`config.mk`:
```
export PLATFORM = sky130hd
export DESIGN_NAME = heading_rotation_p_controller_core
export DESIGN_NICKNAME = d
export VERILOG_FILES = /design/src/rtl/core/hrpc_pkg.sv /design/src/rtl/core/hrpc_err.sv /design/src/rtl/core/hrpc_speed.sv /design/src/rtl/core/heading_rotation_p_controller_core.sv
export SDC_FILE = /design/constraint.sdc
export NUM_CORES = 1
export LEC_CHECK = 0
export BUFFER_PORTS_ARGS = -buffer_cell sky130_fd_sc_hd__buf_2
export CORE_MARGIN = 2
export CORE_UTILIZATION = 40
export CTS_CLUSTER_DIAMETER = 80
export DETAILED_ROUTE_END_ITERATION = 16
export GPL_TIMING_DRIVEN = 0
export PLACE_DENSITY_LB_ADDON = 0.2
export RECOVER_POWER = 100
export SYNTH_ARGS = -nofsm -noshare
export SYNTH_HDL_FRONTEND = slang
export SYNTH_SLANG_ARGS = --single-unit
```
`constraint.sdc`:
```
create_clock -name clock -period 42 [get_ports clock]
set_input_delay 2.1 -clock clock [delete_from_list [all_inputs] [get_ports clock]]
set_output_delay 2.1 -clock clock [all_outputs]
set_load 0.01 [all_outputs]
```
`src/rtl/core/hrpc_pkg.sv`:
```
// Types and constants shared by the heading rotation P-controller.
// No dependencies; imported by every module of the block.
`default_nettype none

package hrpc_pkg;

   // Q3.12 angle constants, sized to the error datapath
   localparam logic signed [17:0] QPi    = 18'sd12868;
   localparam logic signed [17:0] QTwoPi = 18'sd25736;

   localparam logic [7:0] TickMax = 8'd255;

   // Register indexes on the CSR port
   localparam logic [2:0] CsrTargetRotation = 3'd0;
   localparam logic [2:0] CsrGain           = 3'd1;
   localparam logic [2:0] CsrMaxSpeed       = 3'd2;
   localparam logic [2:0] CsrMinSpeed       = 3'd3;
   localparam logic [2:0] CsrArriveThresh   = 3'd4;
   localparam logic [2:0] CsrTimeoutTicks   = 3'd5;

   typedef enum logic [1:0] {
      PH_IDLE  = 2'd0,
      PH_ARMED = 2'd1,
      PH_ROT   = 2'd2,
      PH_STOP  = 2'd3
   } phase_type;

   typedef enum logic [2:0] {
      ST_IDLE     = 3'd0,
      ST_CAPTURE  = 3'd1,
      ST_ROTATING = 3'd2,
      ST_DONE     = 3'd3,
      ST_TIMEOUT  = 3'd4
   } status_type;

   typedef struct packed {
      logic signed [15:0] target_rotation;
      logic [11:0]        gain;
      logic [14:0]        max_speed;
      logic [14:0]        min_speed;
      logic [14:0]        arrive_threshold;
      logic [7:0]         timeout_ticks;
   } cfg_type;

   // Wrapped heading error as magnitude and sign
   typedef struct packed {
      logic [13:0] mag;
      logic        pos;
   } err_type;

endpackage

`default_nettype wire

```
`src/rtl/core/hrpc_err.sv`:
```
// Heading error: goal minus heading, wrapped into plus/minus pi, split into magnitude and sign.
// Depends on hrpc_pkg.
`default_nettype none

module hrpc_err (
   input  wire logic signed [16:0] goal_angle,
   input  wire logic signed [14:0] current_angle,
   output hrpc_pkg::err_type       err
);
   import hrpc_pkg::*;

   logic signed [17:0] diff;
   logic signed [17:0] wrapped;
   logic signed [17:0] magnitude;

   assign diff = {goal_angle[16], goal_angle} - {{3{current_angle[14]}}, current_angle};

   // The difference spans at most about five half turns, so three corrections at most
   always_comb begin
      if (diff > QPi + QTwoPi + QTwoPi) begin
         wrapped = diff - QTwoPi - QTwoPi - QTwoPi;
      end else if (diff > QPi + QTwoPi) begin
         wrapped = diff - QTwoPi - QTwoPi;
      end else if (diff > QPi) begin
         wrapped = diff - QTwoPi;
      end else if (diff < -QPi - QTwoPi - QTwoPi) begin
         wrapped = diff + QTwoPi + QTwoPi + QTwoPi;
      end else if (diff < -QPi - QTwoPi) begin
         wrapped = diff + QTwoPi + QTwoPi;
      end else if (diff < -QPi) begin
         wrapped = diff + QTwoPi;
      end else begin
         wrapped = diff;
      end
   end

   assign magnitude = wrapped[17] ? -wrapped : wrapped;
   assign err.mag   = magnitude[13:0];
   assign err.pos   = (wrapped > 18'sd0);

endmodule

`default_nettype wire

```
`src/rtl/core/hrpc_speed.sv`:
```
// Proportional speed law: gain times error, rounded, clamped to max then raised to min.
// Depends on hrpc_pkg.
`default_nettype none

module hrpc_speed (
   input  wire hrpc_pkg::err_type  err,
   input  wire hrpc_pkg::cfg_type  cfg,
   output logic signed [15:0]      angular_speed
);
   import hrpc_pkg::*;

   logic [25:0] product;
   logic [17:0] rounded;
   logic [14:0] clamped;
   logic [14:0] chosen;
   logic        negative;

   // Q4.8 x Q3.12, round half away from zero on the magnitude
   assign product = 26'(cfg.gain) * 26'(err.mag) + 26'd128;
   assign rounded = product[25:8];
   assign clamped = (rounded > {3'b000, cfg.max_speed}) ? cfg.max_speed : rounded[14:0];

   always_comb begin
      if (clamped == 15'd0) begin
         chosen   = cfg.min_speed;
         negative = 1'b1;       // zero command takes the negative minimum
      end else if (clamped < cfg.min_speed) begin
         chosen   = cfg.min_speed;
         negative = !err.pos;
      end else begin
         chosen   = clamped;
         negative = !err.pos;
      end
   end

   assign angular_speed = negative ? -$signed({1'b0, chosen}) : $signed({1'b0, chosen});

endmodule

`default_nettype wire

```
`src/rtl/core/heading_rotation_p_controller_core.sv`:
```
// Heading rotation P-controller: input register, single-pass control law, result register.
// A result is registered as its transaction leaves the input stage.
// Throughput: one transaction per cycle; the input stalls only while both the input
// and result stages hold transactions and rsp_ready is low.
// Reset: synchronous; configuration registers return to their defaults, phase idle, goal and ticks zero.
// Depends on hrpc_pkg, hrpc_err, hrpc_speed.
`default_nettype none

module heading_rotation_p_controller_core (
   input  wire logic               clock,
   input  wire logic               reset,
   input  wire logic               req_valid,
   output logic                    req_ready,
   input  wire logic               req_func,
   input  wire logic signed [14:0] req_current_angle,
   output logic                    rsp_valid,
   input  wire logic               rsp_ready,
   output logic signed [15:0]      rsp_angular_speed,
   output logic [2:0]              rsp_status,
   input  wire logic               csr_write_enable,
   input  wire logic [2:0]         csr_index,
   input  wire logic [15:0]        csr_write_data
);
   import hrpc_pkg::*;

   cfg_type            cfg_ff;
   phase_type          phase_ff, phase_in;
   logic signed [16:0] goal_ff, goal_in;
   logic [7:0]         tick_ff, tick_in;

   logic               s1_valid_ff;
   logic               s1_func_ff;
   logic signed [14:0] s1_angle_ff;

   logic               rsp_valid_ff;
   logic signed [15:0] speed_ff, speed_in;
   status_type         status_ff, status_in;

   logic               advance;
   err_type            err;
   logic signed [15:0] law_speed;
   logic [7:0]         tick_next;

   assign advance   = s1_valid_ff && (!rsp_valid_ff || rsp_ready);
   assign req_ready = !s1_valid_ff || advance;

   // Configuration registers
   always_ff @(posedge clock) begin
      if (reset) begin
         cfg_ff.target_rotation  <= 16'sd0;
         cfg_ff.gain             <= 12'd384;
         cfg_ff.max_speed        <= 15'd4096;
         cfg_ff.min_speed        <= 15'd205;
         cfg_ff.arrive_threshold <= 15'd205;
         cfg_ff.timeout_ticks    <= 8'd200;
      end else if (csr_write_enable) begin
         unique case (csr_index)
            CsrTargetRotation: cfg_ff.target_rotation  <= $signed(csr_write_data);
            CsrGain:           cfg_ff.gain             <= csr_write_data[11:0];
            CsrMaxSpeed:       cfg_ff.max_speed        <= csr_write_data[14:0];
            CsrMinSpeed:       cfg_ff.min_speed        <= csr_write_data[14:0];
            CsrArriveThresh:   cfg_ff.arrive_threshold <= csr_write_data[14:0];
            CsrTimeoutTicks:   cfg_ff.timeout_ticks    <= csr_write_data[7:0];
            default: ;
         endcase
      end
   end

   // Input stage
   always_ff @(posedge clock) begin
      if (reset) begin
         s1_valid_ff <= 1'b0;
      end else if (req_ready) begin
         s1_valid_ff <= req_valid;
      end
   end

   always_ff @(posedge clock) begin
      if (req_valid && req_ready) begin
         s1_func_ff  <= req_func;
         s1_angle_ff <= req_current_angle;
      end
   end

   hrpc_err u_err (
      .goal_angle    (goal_ff),
      .current_angle (s1_angle_ff),
      .err           (err)
   );

   hrpc_speed u_speed (
      .err           (err),
      .cfg           (cfg_ff),
      .angular_speed (law_speed)
   );

   assign tick_next = (tick_ff == TickMax) ? TickMax : tick_ff + 8'd1;

   always_comb begin
      phase_in  = phase_ff;
      goal_in   = goal_ff;
      tick_in   = tick_ff;
      speed_in  = 16'sd0;
      status_in = ST_IDLE;
      if (s1_func_ff) begin
         phase_in = PH_ARMED;
         tick_in  = 8'd0;
      end else begin
         unique case (phase_ff)
            PH_ARMED: begin
               goal_in   = {{2{s1_angle_ff[14]}}, s1_angle_ff}
                         + {cfg_ff.target_rotation[15], cfg_ff.target_rotation};
               phase_in  = PH_ROT;
               status_in = ST_CAPTURE;
            end
            PH_ROT: begin
               if ({1'b0, err.mag} < cfg_ff.arrive_threshold) begin
                  phase_in  = PH_STOP;
                  status_in = ST_DONE;
               end else begin
                  tick_in = tick_next;
                  if (tick_next >= cfg_ff.timeout_ticks) begin
                     phase_in  = PH_STOP;
                     status_in = ST_TIMEOUT;
                  end else begin
                     speed_in  = law_speed;
                     status_in = ST_ROTATING;
                  end
               end
            end
            default: ;
         endcase
      end
   end

   // Controller state, committed as each transaction leaves the input stage
   always_ff @(posedge clock) begin
      if (reset) begin
         phase_ff <= PH_IDLE;
         goal_ff  <= 17'sd0;
         tick_ff  <= 8'd0;
      end else if (advance) begin
         phase_ff <= phase_in;
         goal_ff  <= goal_in;
         tick_ff  <= tick_in;
      end
   end

   // Result register
   always_ff @(posedge clock) begin
      if (reset) begin
         rsp_valid_ff <= 1'b0;
      end else if (advance) begin
         rsp_valid_ff <= 1'b1;
      end else if (rsp_ready) begin
         rsp_valid_ff <= 1'b0;
      end
   end

   always_ff @(posedge clock) begin
      if (advance) begin
         speed_ff  <= speed_in;
         status_ff <= status_in;
      end
   end

   assign rsp_valid         = rsp_valid_ff;
   assign rsp_angular_speed = speed_ff;
   assign rsp_status        = status_ff;

endmodule

`default_nettype wire
```
==> flow_metrics.env <==
export IMPL_die_width_um=221.3
export IMPL_timing_critical_path_arrival_ns=21.48
export IMPL_final_hold_worst_slack_ns=0.4577
export IMPL_number_of_synthesized_flops_with_an_enable_pin=35
export IMPL_detail_route_wl_per_cell_um=19.66
export IMPL_cp_end_kind="flop"
export IMPL_first_global_vias=17800
export IMPL_drv_max_cap_violation_count=0
export IMPL_netlist_area_leader_share=0.1293
export IMPL_gr_max_usage_layer="met2"
export IMPL_run_status="finished, final reports clean"
export IMPL_antenna_found_initial=2
export IMPL_htreeDepth=4
export IMPL_crit_path_max_incr_delay_ns=0.88
export IMPL_gpl_final_weighted_congestion=0.9694
export IMPL_crit_slowest_cell="xnor2_1"
export IMPL_nFillCells=4802
export IMPL_met1_usage=0.3481
export IMPL_dpl_cell_area_um2=19940
export IMPL_floorplan_io_pins=61
export IMPL_vertical_die_dimension_um=221.3
export IMPL_clock_fmax_mhz=46.92
export IMPL_route_detailed_vias_per_inst=5.701
export IMPL_clock_insertion_delay_worst_skew_ns=0.43
export IMPL_hold_violations=0
export IMPL_clk_pin_slew_ns=0.06
export IMPL_die_footprint_um2=48960
export IMPL_length_in_cells_of_the_worst_reg_to_reg_path=75
export IMPL_routed_via_count=17810
export IMPL_final_layout_size_suffix_gt1_frac=0.07271
export IMPL_layout_cell_area_non_filler_um2=20520
export IMPL_dr_pass1_iters=5
export IMPL_root_buffer="clkbuf_16"
export IMPL_final_clock_skew_ns=0.01230
export IMPL_crit_path_max_fanout=10
export IMPL_antenna_cells_inserted=0
export IMPL_synthesis_area_per_instance_um2=7.784
export IMPL_most_numerous_cell_in_the_yosys_netlist="nand2_1"
export IMPL_design_final_nets=2833
export IMPL_core_region_area_um2=46560
export IMPL_sequential_cell_area_um2=3253
export IMPL_netlist_top_cells_count="nand2_1 (387), inv_1 (265), a21oi_1 (176), ha_1 (167), nor2_1 (131)"
export IMPL_post_cts_setup_buffer_count=0
export IMPL_critPathLaunchType="flop"
export IMPL_maximum_number_of_pins_on_one_net_before_global_route_repair=23
export IMPL_cts_tree="built"
export IMPL_final_min_period_over_clock_period=0.5075
export IMPL_synth_async_sr_flop_share=0
export IMPL_netlist_top_cell_by_area="fa_1"
export IMPL_cts_hold_buffers=0
export IMPL_route_final_wire_length_mm=61.42
export IMPL_cts_buffers=17
export IMPL_path_category_of_the_worst_min_delay_check="reg2reg"
export IMPL_remaining_drc_errors=0
export IMPL_drt_initial_drc_count=1482
export IMPL_groute_layer_met2_usage=0.4051
export IMPL_initial_utilization=0.4056
export IMPL_rsz0062_at_grt="false"
export IMPL_synth_fp_nets=2755
export IMPL_portBuffers=59
export IMPL_area_of_combinational_cells_with_multiple_inputs_um2=14150
export IMPL_largest_cells_by_area_after_synthesis="fa_1 (13%), dfxtp_1 (12%), ha_1 (11%)"
export IMPL_grt_first_pass_wirelength_mm=97.10
export IMPL_timing_hold_worst_path_depth=2
export IMPL_synth_flop_cell="dfxtp_1"
export IMPL_yosys_warnings=0
export IMPL_detail_route_antenna_nets=0
export IMPL_core_rows=79
export IMPL_synth_seq_area_share=0.1723
export IMPL_cts_resized_gates=0
export IMPL_worst_endpoint_required_ns=42.16
export IMPL_globalRoute_totalOverflow=0
export IMPL_grt_use_met3=0.02364
export IMPL_grt_use_total=0.2475
export IMPL_post_synth_num_cell_types=118
export IMPL_setup_worst_path_class="reg2reg"
export IMPL_timing_final_setup_violations=0
export IMPL_hpwlAfterDp_mm=49.40
export IMPL_cts_root_to_sink_buffers=2
export IMPL_setup_total_negative_slack_ns=0
export IMPL_period_needed_ns=21.31
export IMPL_syn_area_um2=18880
export IMPL_finalMaxSlewViolations=0
export IMPL_worst_pin_slew_ns=1.289
export IMPL_area_growth_pct=8.679
export IMPL_yosys_register_bits=145
export IMPL_synthCells=2426
export IMPL_cts_num_sinks=145
export IMPL_timing_max_slew_rel_slack=0.1314
## registers in the layout (all words and copies together), names as in the netlist, 2 cells and up
signal	count
cfg_ff	81
goal_ff	17
rsp_angular_speed	16
s1_angle_ff	15
tick_ff	8
rsp_status	3
phase_ff	2
## layout by cell type, fill, tap and decap left out, types with 18 or more instances in the layout
cell,synthesis,routed
clkbuf_16,0,18
a21oi_1,176,177
edfxtp_1,35,35
o211ai_1,27,27
clkbuf_1,83,110
a31oi_1,33,33
o21a_1,18,18
fa_1,122,122
o31ai_1,18,18
nand4_1,21,21
dfxtp_1,110,110
a211oi_1,19,20
nand2b_1,20,20
nand3b_1,20,20
and2_1,77,72
xnor2_1,68,68
nor3_1,40,40
ha_1,167,167
and3_1,23,23
nor2_1,131,131
nand2_1,387,387
o21ai_0,112,112
nand3_1,53,53
a21o_1,31,31
inv_1,265,265
xor2_1,28,28
nor2b_1,25,25
buf_2,18,53
## metrics by stage
stage,worst slack [ns],std cells,util
detailed placement,21.90,3092,0.4283
global placement,21.91,3092,0.4283
finish,20.69,3124,0.4408
global route,19.11,3124,0.4408
floorplan,26.37,2426,-
CTS,21.75,3124,0.4417
## critical path: cells and delay by family (launching register included)
kind	cells	cell delay (ns)
AOI/OAI and AO/OA	28	8.07
xor gates and xnor gates	4	1.84
adders and majority gates	12	4.29
buffers and inverters	14	3.36
DFF	1	0.46
muxes	1	0.20
and+or+nand+nor	16	2.76
## final timing paths
path         slack (ns)            from                    to
max               20.69  s1_angle_ff[0]  rsp_angular_speed[8]
min reg2reg        0.46       cfg_ff[5]             cfg_ff[5]
min                0.46       cfg_ff[5]             cfg_ff[5]
max reg2reg       20.69  s1_angle_ff[0]  rsp_angular_speed[8]
## per-layer routing
layer  up-vias  part of all wire
li1       8558                 -
met1      8604              0.47
met2       566              0.46
met3        78             0.056
met4         4             0.022
met5         -           0.00044
## cell families after synthesis
group / synth area share
compound gates: 0.2274
xor+xnor: 0.04916
fa+ha+maj: 0.2400
buf+inv: 0.07778
flops: 0.1723
mux: 0.009143
simple gates: 0.2243
## area by class of cell
type | instances | area share
repair buffers | 59 | 0.01299
multi-input cells | 1904 | 0.6895
clock inverters | 12 | 0.008169
flip-flops and latches | 145 | 0.1585
clock buffers | 20 | 0.02231
inverters | 266 | 0.04865
plain buffers | 111 | 0.02286
well taps | 607 | 0.03701
Power is not shown: default switching activity piles up to over one toggle a cycle in this logic, so the estimate is an artifact.
